## config.mk

```make
export PLATFORM = sky130hd
export DESIGN_NAME = length_prefixed_message_fifo_flat
export DESIGN_NICKNAME = d
export VERILOG_FILES = /design/src/lpmf_pkg.sv /design/src/lpmf_chan_if.sv /design/src/lpmf_ctrl.sv /design/src/lpmf_dp.sv /design/src/length_prefixed_message_fifo.sv /design/src/flat_wrapper.sv
export SDC_FILE = /design/constraint.sdc
export NUM_CORES = 2
export LEC_CHECK = 0
export BUFFER_PORTS_ARGS = -buffer_cell sky130_fd_sc_hd__buf_2
export CAP_MARGIN = 20
export CORE_MARGIN = 3
export CORE_UTILIZATION = 50
export CTS_BUF_LIST = sky130_fd_sc_hd__clkbuf_16
export DETAILED_ROUTE_END_ITERATION = 6
export PLACE_DENSITY = 0.65
export REMOVE_ABC_BUFFERS = 1
export SLEW_MARGIN = 20
export SYNTH_ARGS = -nofsm -noshare
export SYNTH_HDL_FRONTEND = slang
export SYNTH_SLANG_ARGS = --single-unit
```

## constraint.sdc

```tcl
create_clock -name clk -period 22.3 [get_ports clk]
set_input_delay 2.23 -clock clk [delete_from_list [all_inputs] [get_ports clk]]
set_output_delay 2.23 -clock clk [all_outputs]
set_load 0.005 [all_outputs]
```

## src/lpmf_pkg.sv

```systemverilog
// Shared codes, constants and controller/datapath signal bundles for the message FIFO.
package lpmf_pkg;

	// Command codes of a request transaction
	localparam logic [1:0] CMD_WR_BEGIN = 2'd0;
	localparam logic [1:0] CMD_WR_DATA  = 2'd1;
	localparam logic [1:0] CMD_RD_BEGIN = 2'd2;
	localparam logic [1:0] CMD_RD_DATA  = 2'd3;

	// Status codes of a response transaction
	localparam logic [1:0] ST_OK    = 2'd0;
	localparam logic [1:0] ST_BLOCK = 2'd1;
	localparam logic [1:0] ST_ERROR = 2'd2;

	// Length header size in bytes, and width of header-plus-length sums
	localparam int HDR_BYTES = 4;
	localparam int LEN_SUM_W = 18;

	// Controller to datapath commands
	typedef struct packed {
		logic       latch_item;
		logic       push_hdr;
		logic [1:0] hdr_step;
		logic       set_wr_left;
		logic       push_data;
		logic       scan_start;
		logic       scan_read;
		logic       hdr_shift;
		logic       pop_hdr;
		logic       read_tail;
		logic       pop_data;
		logic       load_rsp;
		logic [1:0] rsp_status;
	} lpmf_cmd_t;

	// Datapath to controller status
	typedef struct packed {
		logic [1:0] command;
		logic       wr_busy;
		logic       rd_busy;
		logic       oversize;
		logic       no_room;
		logic       short_hdr;
		logic       ring_empty;
		logic       hdr_too_long;
	} lpmf_sts_t;

endpackage

```

## src/lpmf_chan_if.sv

```systemverilog
// Request and response channel interfaces of the message FIFO.
interface lpmf_req_if;
	logic        valid;
	logic        ready;
	logic [1:0]  command;
	logic [15:0] msg_length;
	logic [7:0]  data_byte;
	logic [15:0] read_capacity;

	modport source (output valid, command, msg_length, data_byte, read_capacity, input ready);
	modport sink (input valid, command, msg_length, data_byte, read_capacity, output ready);
endinterface

interface lpmf_rsp_if;
	logic        valid;
	logic        ready;
	logic [1:0]  status;
	logic [15:0] read_length;
	logic [7:0]  read_byte;

	modport source (output valid, status, read_length, read_byte, input ready);
	modport sink (input valid, status, read_length, read_byte, output ready);
endinterface

```

## src/lpmf_ctrl.sv

```systemverilog
// Sequencer of the message FIFO: decodes one transaction and steps the datapath.
module lpmf_ctrl (
	input  logic                 clk,
	input  logic                 arst_n,
	input  logic                 in_valid,
	output logic                 in_ready,
	output logic                 out_valid,
	input  logic                 out_ready,
	input  lpmf_pkg::lpmf_sts_t  sts,
	output lpmf_pkg::lpmf_cmd_t  cmd
);
	import lpmf_pkg::*;

	localparam logic [2:0] S_IDLE    = 3'd0;
	localparam logic [2:0] S_DECIDE  = 3'd1;
	localparam logic [2:0] S_WR_HDR  = 3'd2;
	localparam logic [2:0] S_RD_HDR  = 3'd3;
	localparam logic [2:0] S_HDR_CHK = 3'd4;
	localparam logic [2:0] S_RD_WAIT = 3'd5;
	localparam logic [2:0] S_DONE    = 3'd6;

	localparam logic [2:0] STEP_LAST = 3'(HDR_BYTES - 1);
	localparam logic [2:0] STEP_END  = 3'(HDR_BYTES);

	logic [2:0] state_q, state_d;
	logic [2:0] step_q, step_d;
	logic [1:0] code_q, code_d;
	logic       out_valid_q, out_valid_d;

	// Next state and datapath commands
	always_comb begin
		cmd         = '0;
		state_d     = state_q;
		step_d      = step_q;
		code_d      = code_q;
		out_valid_d = out_valid_q & ~out_ready;
		cmd.hdr_step = step_q[1:0];
		case (state_q)
			S_IDLE: begin
				if (in_valid) begin
					cmd.latch_item = 1'b1;
					state_d = S_DECIDE;
				end
			end
			S_DECIDE: begin
				step_d = '0;
				case (sts.command)
					CMD_WR_BEGIN: begin
						if (sts.wr_busy || sts.oversize) begin
							code_d  = ST_ERROR;
							state_d = S_DONE;
						end else if (sts.no_room) begin
							code_d  = ST_BLOCK;
							state_d = S_DONE;
						end else begin
							state_d = S_WR_HDR;
						end
					end
					CMD_WR_DATA: begin
						if (!sts.wr_busy) begin
							code_d = ST_ERROR;
						end else begin
							cmd.push_data = 1'b1;
							code_d = ST_OK;
						end
						state_d = S_DONE;
					end
					CMD_RD_BEGIN: begin
						if (sts.rd_busy) begin
							code_d  = ST_ERROR;
							state_d = S_DONE;
						end else if (sts.short_hdr) begin
							code_d  = ST_BLOCK;
							state_d = S_DONE;
						end else begin
							cmd.scan_start = 1'b1;
							state_d = S_RD_HDR;
						end
					end
					default: begin
						if (!sts.rd_busy) begin
							code_d  = ST_ERROR;
							state_d = S_DONE;
						end else if (sts.ring_empty) begin
							code_d  = ST_BLOCK;
							state_d = S_DONE;
						end else begin
							cmd.read_tail = 1'b1;
							state_d = S_RD_WAIT;
						end
					end
				endcase
			end
			S_WR_HDR: begin
				// Push one header byte per cycle, low byte first
				cmd.push_hdr = 1'b1;
				if (step_q == STEP_LAST) begin
					cmd.set_wr_left = 1'b1;
					code_d  = ST_OK;
					state_d = S_DONE;
				end else begin
					step_d = step_q + 3'd1;
				end
			end
			S_RD_HDR: begin
				// Issue header reads, collect each byte from the registered read port in the cycle after its read
				cmd.scan_read = (step_q != STEP_END);
				cmd.hdr_shift = (step_q != 3'd0);
				if (step_q == STEP_END) begin
					state_d = S_HDR_CHK;
				end else begin
					step_d = step_q + 3'd1;
				end
			end
			S_HDR_CHK: begin
				if (sts.hdr_too_long) begin
					code_d = ST_ERROR;
				end else begin
					cmd.pop_hdr = 1'b1;
					code_d = ST_OK;
				end
				state_d = S_DONE;
			end
			S_RD_WAIT: begin
				cmd.pop_data = 1'b1;
				code_d  = ST_OK;
				state_d = S_DONE;
			end
			S_DONE: begin
				// Hand the result to the output register once it is free
				if (!out_valid_q || out_ready) begin
					cmd.load_rsp   = 1'b1;
					cmd.rsp_status = code_q;
					out_valid_d    = 1'b1;
					state_d        = S_IDLE;
				end
			end
			default: begin
				state_d = S_IDLE;
			end
		endcase
	end

	// Hold state
	always_ff @(posedge clk or negedge arst_n) begin
		if (!arst_n) begin
			state_q     <= S_IDLE;
			step_q      <= '0;
			code_q      <= ST_OK;
			out_valid_q <= 1'b0;
		end else begin
			state_q     <= state_d;
			step_q      <= step_d;
			code_q      <= code_d;
			out_valid_q <= out_valid_d;
		end
	end

	assign in_ready  = (state_q == S_IDLE);
	assign out_valid = out_valid_q;

endmodule

```

## src/lpmf_dp.sv

```systemverilog
// Datapath of the message FIFO: byte ring, pointers, counters and result register.
module lpmf_dp #(
	parameter int RING_BYTES = 256
) (
	input  logic                 clk,
	input  logic                 arst_n,
	input  lpmf_pkg::lpmf_cmd_t  cmd,
	output lpmf_pkg::lpmf_sts_t  sts,
	input  logic [1:0]           command,
	input  logic [15:0]          msg_length,
	input  logic [7:0]           data_byte,
	input  logic [15:0]          read_capacity,
	output logic [1:0]           status,
	output logic [15:0]          read_length,
	output logic [7:0]           read_byte
);
	import lpmf_pkg::*;

	localparam int PTR_W = $clog2(RING_BYTES);
	localparam logic [PTR_W-1:0]     PTR_LAST  = PTR_W'(RING_BYTES - 1);
	localparam logic [PTR_W-1:0]     CNT_HDR   = PTR_W'(HDR_BYTES);
	localparam logic [LEN_SUM_W-1:0] SUM_RING  = LEN_SUM_W'(RING_BYTES);
	localparam logic [LEN_SUM_W-1:0] SUM_FREE  = LEN_SUM_W'(RING_BYTES - 1);
	localparam logic [LEN_SUM_W-1:0] SUM_HDR   = LEN_SUM_W'(HDR_BYTES);

	function automatic logic [PTR_W-1:0] ring_next(input logic [PTR_W-1:0] p);
		return (p == PTR_LAST) ? '0 : p + 1'b1;
	endfunction

	logic [7:0]       ring_mem [RING_BYTES];
	logic [PTR_W-1:0] head_q, tail_q, scan_q, cnt_q;
	logic [15:0]      wr_left_q, rd_left_q;
	logic [1:0]       cmd_q;
	logic [15:0]      len_q, cap_q;
	logic [7:0]       byte_q, rdata_q;
	logic [31:0]      hdr_q;
	logic [1:0]       status_q;
	logic [15:0]      read_length_q;
	logic [7:0]       read_byte_q;

	logic                 push, ren;
	logic [7:0]           wdata, hdr_byte;
	logic [PTR_W-1:0]     raddr;
	logic [LEN_SUM_W-1:0] total;

	// Select the header byte and the ring write data
	always_comb begin
		case (cmd.hdr_step)
			2'd0:    hdr_byte = len_q[7:0];
			2'd1:    hdr_byte = len_q[15:8];
			default: hdr_byte = 8'h00;
		endcase
	end

	assign push  = cmd.push_hdr | cmd.push_data;
	assign wdata = cmd.push_hdr ? hdr_byte : byte_q;
	assign ren   = cmd.scan_read | cmd.read_tail;
	assign raddr = cmd.scan_read ? scan_q : tail_q;
	assign total = LEN_SUM_W'(len_q) + SUM_HDR;

	// Ring memory: one write port, one registered read port
	always_ff @(posedge clk) begin
		if (push) begin
			ring_mem[head_q] <= wdata;
		end
		if (ren) begin
			rdata_q <= ring_mem[raddr];
		end
	end

	// Advance pointers, byte count and message counters
	always_ff @(posedge clk or negedge arst_n) begin
		if (!arst_n) begin
			head_q    <= '0;
			tail_q    <= '0;
			cnt_q     <= '0;
			wr_left_q <= '0;
			rd_left_q <= '0;
		end else begin
			if (push) begin
				head_q <= ring_next(head_q);
				cnt_q  <= cnt_q + 1'b1;
			end else if (cmd.pop_data) begin
				tail_q <= ring_next(tail_q);
				cnt_q  <= cnt_q - 1'b1;
			end else if (cmd.pop_hdr) begin
				tail_q <= scan_q;
				cnt_q  <= cnt_q - CNT_HDR;
			end
			if (cmd.set_wr_left) begin
				wr_left_q <= len_q;
			end else if (cmd.push_data) begin
				wr_left_q <= wr_left_q - 16'd1;
			end
			if (cmd.pop_hdr) begin
				rd_left_q <= hdr_q[15:0];
			end else if (cmd.pop_data) begin
				rd_left_q <= rd_left_q - 16'd1;
			end
		end
	end

	// Capture the transaction, gather the header, load the result
	always_ff @(posedge clk) begin
		if (cmd.latch_item) begin
			cmd_q  <= command;
			len_q  <= msg_length;
			byte_q <= data_byte;
			cap_q  <= read_capacity;
		end
		if (cmd.scan_start) begin
			scan_q <= tail_q;
		end else if (cmd.scan_read) begin
			scan_q <= ring_next(scan_q);
		end
		if (cmd.hdr_shift) begin
			hdr_q <= {rdata_q, hdr_q[31:8]};
		end
		if (cmd.load_rsp) begin
			status_q      <= cmd.rsp_status;
			read_length_q <= (cmd.rsp_status == ST_OK && cmd_q == CMD_RD_BEGIN) ?
				hdr_q[15:0] : 16'd0;
			read_byte_q   <= (cmd.rsp_status == ST_OK && cmd_q == CMD_RD_DATA) ?
				rdata_q : 8'd0;
		end
	end

	// Report conditions to the controller
	assign sts.command      = cmd_q;
	assign sts.wr_busy      = (wr_left_q != 16'd0);
	assign sts.rd_busy      = (rd_left_q != 16'd0);
	assign sts.oversize     = (total > SUM_RING);
	assign sts.no_room      = (LEN_SUM_W'(cnt_q) + total > SUM_FREE);
	assign sts.short_hdr    = (cnt_q < CNT_HDR);
	assign sts.ring_empty   = (cnt_q == '0);
	assign sts.hdr_too_long = (hdr_q > {16'd0, cap_q});

	assign status      = status_q;
	assign read_length = read_length_q;
	assign read_byte   = read_byte_q;

endmodule

```

## src/length_prefixed_message_fifo.sv

```systemverilog
// Top level of the length-prefixed message FIFO.
// Queue of messages held in a ring of RING_BYTES bytes (one kept free), each stored
// as a 4-byte little-endian length header and its bytes. One transaction is worked at
// a time by a sequencer over a ring memory that writes one byte and reads one byte a
// cycle: write_begin makes four header pushes, read_begin makes four header reads
// through the registered read port and then the capacity check, whether or not the
// message fits the reader, write_data pushes one byte and read_data reads one byte,
// while an error or would-block result found at decode touches no ring byte. A
// finished transaction waits until the previous result has been taken. The result
// waits in an output register, and the next request is taken while it waits. No
// clearing pass after reset; ring bytes never written are never read.
module length_prefixed_message_fifo #(
	parameter int RING_BYTES = 256
) (
	input  logic        clk,
	input  logic        arst_n,
	lpmf_req_if.sink    req,
	lpmf_rsp_if.source  rsp
);
	import lpmf_pkg::*;

	lpmf_cmd_t cmd;
	lpmf_sts_t sts;

	lpmf_ctrl u_ctrl (
		.clk       (clk),
		.arst_n    (arst_n),
		.in_valid  (req.valid),
		.in_ready  (req.ready),
		.out_valid (rsp.valid),
		.out_ready (rsp.ready),
		.sts       (sts),
		.cmd       (cmd)
	);

	lpmf_dp #(
		.RING_BYTES (RING_BYTES)
	) u_dp (
		.clk           (clk),
		.arst_n        (arst_n),
		.cmd           (cmd),
		.sts           (sts),
		.command       (req.command),
		.msg_length    (req.msg_length),
		.data_byte     (req.data_byte),
		.read_capacity (req.read_capacity),
		.status        (rsp.status),
		.read_length   (rsp.read_length),
		.read_byte     (rsp.read_byte)
	);

`ifndef SYNTHESIS
	// Never overwrite a result that has not been taken
	a_no_overwrite: assert property (@(posedge clk) disable iff (!arst_n)
		cmd.load_rsp |-> (!rsp.valid || rsp.ready))
		else $error("result register overwritten");

	// Push data bytes only inside an accepted message
	a_push_in_msg: assert property (@(posedge clk) disable iff (!arst_n)
		cmd.push_data |-> sts.wr_busy)
		else $error("data pushed outside a message");

	// Pop data bytes only when stored and owed to the reader
	a_pop_valid: assert property (@(posedge clk) disable iff (!arst_n)
		cmd.pop_data |-> (sts.rd_busy && !sts.ring_empty))
		else $error("data popped from empty ring or outside a message");

	// Pop a header only when it fits the reader
	a_hdr_fits: assert property (@(posedge clk) disable iff (!arst_n)
		cmd.pop_hdr |-> !sts.hdr_too_long)
		else $error("header popped over capacity");
`endif

endmodule
```

## src/flat_wrapper.sv

```systemverilog
// flat-port wrapper written by rule: the top's interface ports become plain ports
module length_prefixed_message_fifo_flat import lpmf_pkg::*;
#(
	parameter int RING_BYTES = 256
)
  (clk, arst_n, req_valid, req_command, req_msg_length, req_data_byte, req_read_capacity, req_ready, rsp_valid, rsp_status, rsp_read_length, rsp_read_byte, rsp_ready);
  lpmf_req_if req_i ();
  lpmf_rsp_if rsp_i ();
  input  logic clk;
  input  logic arst_n;
  input wire logic [$bits(req_i.valid)-1:0] req_valid;
  input wire logic [$bits(req_i.command)-1:0] req_command;
  input wire logic [$bits(req_i.msg_length)-1:0] req_msg_length;
  input wire logic [$bits(req_i.data_byte)-1:0] req_data_byte;
  input wire logic [$bits(req_i.read_capacity)-1:0] req_read_capacity;
  output wire logic [$bits(req_i.ready)-1:0] req_ready;
  output wire logic [$bits(rsp_i.valid)-1:0] rsp_valid;
  output wire logic [$bits(rsp_i.status)-1:0] rsp_status;
  output wire logic [$bits(rsp_i.read_length)-1:0] rsp_read_length;
  output wire logic [$bits(rsp_i.read_byte)-1:0] rsp_read_byte;
  input wire logic [$bits(rsp_i.ready)-1:0] rsp_ready;
  assign req_i.valid = req_valid;
  assign req_i.command = req_command;
  assign req_i.msg_length = req_msg_length;
  assign req_i.data_byte = req_data_byte;
  assign req_i.read_capacity = req_read_capacity;
  assign req_ready = req_i.ready;
  assign rsp_valid = rsp_i.valid;
  assign rsp_status = rsp_i.status;
  assign rsp_read_length = rsp_i.read_length;
  assign rsp_read_byte = rsp_i.read_byte;
  assign rsp_i.ready = rsp_ready;
  length_prefixed_message_fifo #(.RING_BYTES(RING_BYTES)) u_core (.clk(clk), .arst_n(arst_n), .req(req_i), .rsp(rsp_i));
endmodule
```

==> flow_summary_export.csv <==
group,metric,value,unit
finish,nNetsFinal,6970,
drt,avgViaCountPerCell,6.31,
yosys,syn_area,90800,sq um
critical_path,r2r_start,"u_core.u_ctrl.step_q[0]",
yosys,yosys_most_used_dff,"edfxtp_1",
drt,dr.pass1.iters,7,
power,p_clk_share,28.0,%
critical_path,worstSetupPathType,"reg2reg",
global_route,grt_pass1_vias,55700,
sta,worst_pin_slew,1260,ps
sta,setup-violations-final,0,
power,power_frac_comb,30.8,%
critical_path,cp-start-kind,"register",
sta,fin_skew,52.3,ps
drt,drc,0,
critical_path,worstReg2RegEnd,"u_core.u_dp.rdata_q[1]",
yosys,synth_edf_count,2164,
power,pwr-share-seq,41.1,%
critical_path,critical_path_arrival,7610,ps
sta,slew_headroom,15.5,%
cts,cts_tree,"built",
drt,drt_wl_total,271,mm
floorplanning,io_pins,74,
sta,report.final.slew_viol_count,0,
min_path,hold_class,"reg2reg",
critical_path,worst-path-max-fanout,73,
sta,fmax,142,MHz
cts,clock_path_buffers,3,
sta,rsz0062_at_grt,"false",
floorplanning,rows,155,
power,power_density,129,nW/um^2
global_route,grt_pass1_wl,390,mm
cts,cts_root_buf,"clkbuf_16",
power,p_sw,0.00475,W
finish,areaGrowthSynthToFinish,10.7,%
drt,ant_nets,0,
sta,period_share,31.5,%
yosys,synth_warnings,0,
cts,path_clk_slew,60,ps
drt,drt-initial-drc-count,9552,
floorplanning,fp.dieW,432,um
drt,wire_per_inst,28.7,um
global_route,grt_max_degree,205,
cts,clock_latency,890,ps
power,intPower,0.00818,W
min_path,holdPathStages,0,
floorplanning,start_util,50.6,%
min_path,hold_path_end,"u_core.u_dp.hdr_q[19]",
power,ir_drop,0.116,mV
yosys,synthesis.instances,6895,
yosys,async_flop_share,2.92,%
status,status,"complete, no violations",
cts,cts_hold_buf,0,
min_path,hold_start,"u_core.u_dp.hdr_q[27]",
sta,finalHoldViolations,0,
yosys,synth-seq-cells,2229,
power,swShare,36.8,%
critical_path,worstSetupEndpointType,"register",
job,maxCapViolations,0,
critical_path,reg2reg_slack,15280,ps
global_route,gr-usage-all-layers,28.6,%
global_route,grt_overflow_total,0,
finish,drive_above_1_share,8.49,%
cts,cts_resized,0,
yosys,syn_area_per_cell,13.2,sq um
sta,fin_ws,15280,ps
placed_design,dp_hpwl,161,mm
drt,routed-via-count,59600,
cts,clock-sinks,2229,
global_route,antenna_found_initial,12,
placed_design,gp_congestion,0.900,
yosys,yosysSeqAreaShare,73.4,%
cts,numCtsBuffers,221,
placed_design,io_buffers,73,
sta,setup_tns,0,ps
sta,post-route-min-period,7020,ps
placed_design,place_ws,15420,ps
critical_path,worstPathRequired,22890,ps
cts,h-tree-depth,4,
floorplanning,die_area,187000,sq um
yosys,yosys.cell_types.count,88,
floorplanning,core,179000,sq um
cts,post_cts.repair.setup_buffers,0,
floorplanning,die_h,432,um
critical_path,r2r_cells,14,
power,leakage,33.9,nW
## sequential cells by signal (all words and copies together) (netlist names), 16 cells and up
register / flops
u_core.u_dp.len_q: 16
u_core.u_dp.read_length: 16
u_core.u_dp.cap_q: 16
u_core.u_dp.hdr_q: 32
u_core.u_dp.rd_left_q: 16
u_core.u_dp.ring_mem: 2048
u_core.u_dp.wr_left_q: 16
## worst max path at each step
stage                                       start  depth (start not counted)                endpoint  slack (ps)
after floorplan           u_core.u_ctrl.step_q[0]                         12  u_core.u_dp.rdata_q[4]        1670
after global placement    u_core.u_ctrl.step_q[0]                         12  u_core.u_dp.rdata_q[5]       15540
after detailed placement  u_core.u_ctrl.step_q[0]                         14  u_core.u_dp.rdata_q[1]       15420
after CTS                 u_core.u_ctrl.step_q[0]                         14  u_core.u_dp.rdata_q[1]       15430
after global routing      u_core.u_ctrl.step_q[0]                         14  u_core.u_dp.rdata_q[1]       15050
final                     u_core.u_ctrl.step_q[0]                         14  u_core.u_dp.rdata_q[1]       15280
## cell families after synthesis
kind of cell	after synthesis	share of synthesized area (%)
XOR/XNOR	34	0.328
multiplexers	191	2.14
adder cells (fa/ha/maj)	44	0.615
AO/OA/AOI/OAI	927	6.90
AND/OR/NAND/NOR	2988	14.1
buffers and inverters	482	2.58
flip-flops	2229	73.4
## synthesized netlist by cell type (6+ instances only)
master / number / area, sq um
edfxtp_1: 2164 / 65000
nand2_1: 1743 / 6540
nand3_1: 521 / 2610
nor2_1: 364 / 1370
a21oi_1: 252 / 1260
buf_2: 218 / 1090
mux2i_1: 182 / 1820
clkbuf_1: 151 / 567
a31oi_1: 126 / 788
o21ai_0: 101 / 505
and3_1: 94 / 588
a32oi_1: 76 / 666
nor3_1: 73 / 365
dfrtp_1: 65 / 1630
o221ai_1: 61 / 534
a311oi_1: 52 / 455
nand4_1: 51 / 319
ha_1: 43 / 538
inv_1: 42 / 158
o22ai_1: 41 / 257
nor4_1: 36 / 225
and2_1: 32 / 200
o2111ai_1: 32 / 280
buf_4: 31 / 233
a22oi_1: 29 / 218
o31ai_1: 26 / 195
xnor2_1: 26 / 228
buf_1: 20 / 75.1
buf_6: 19 / 214
nand2b_1: 16 / 100
o32ai_1: 15 / 131
a221oi_1: 14 / 123
a21o_1: 13 / 97.6
nor2b_1: 13 / 81.3
a221o_1: 11 / 110
o41ai_1: 11 / 96.3
a211oi_1: 10 / 75.1
o21ai_1: 9 / 45.0
or3_1: 9 / 56.3
o211ai_1: 8 / 60.1
xor2_1: 8 / 70.1
a2111oi_0: 7 / 61.3
mux2_2: 6 / 67.6
o21a_1: 6 / 45.0
## layout make-up
cell class              instances  area, sq um
clock inverters               199         1560
well taps                    2355         2950
diodes                          5         12.5
flip-flops and latches       2229        66600
clock buffers                 221         5530
fillers                     14200        78900
repair buffers                202         1470
inverters                      42          158
multi-input cells            4184        22200
## critical path, cell delays in order (launching register included)
cell,delay (ps)
dfrtp_1,410
inv_1,70
ha_1,360
and2_1,310
o21ai_2,350
and2_4,750
buf_4,870
buf_4,730
buf_4,590
mux2i_1,290
o221ai_1,210
a31oi_1,480
o32ai_1,140
o31ai_1,870
nand4_1,200
## power groups by stage
stage / clock (W) / sequential [W] / combinational (W)
after global routing: 0.00381 / 0.00533 / 0.00421
after global placement: 0 / 0.00540 / 0.00382
after CTS: 0.00365 / 0.00532 / 0.00390
after floorplan: 0 / 0.00554 / 0.00366
after detailed placement: 0 / 0.00540 / 0.00388
final: 0.00363 / 0.00532 / 0.00398
## layout by cell type, fill, tap and decap left out, types with 22 or more instances in the layout
cell	n
dfrtp_1	65
edfxtp_1	2164
o22ai_1	41
nor4_1	36
clkbuf_16	221
nor2_1	346
buf_2	72
a21oi_1	250
a311oi_1	51
o2111ai_1	32
and2_1	29
nand4_1	51
o21ai_0	100
a31oi_1	125
nand2_1	1738
a32oi_1	76
buf_4	118
clkinv_1	60
a22oi_1	29
mux2i_1	182
ha_1	43
nand3_1	514
nor3_1	71
clkinv_2	50
and3_1	94
xnor2_1	26
inv_1	93
o221ai_1	61
o31ai_1	22
## layer usage
layer	vias up	global-route usage, %	share of wire (%)
li1	25600	-	-
met1	29500	40.6	38
met2	3843	43.3	45
met3	602	6.41	12
met4	2	10.9	4.3
met5	-	0	0.0029
## metrics by stage
stage,power (W),instances,utilization [%],cell area [sq um],hold WS (ps)
global placement,0.00921,9001,52.0,93200,434
CTS,0.0129,9426,56.0,100000,449
finish,0.0129,9437,56.0,100000,450
detailed placement,0.00929,9006,52.0,93300,435
global route,0.0134,9432,56.0,100000,468
floorplan,0.00919,6455,-,88600,417
No activity file was read; power rests on OpenSTA's default activity.
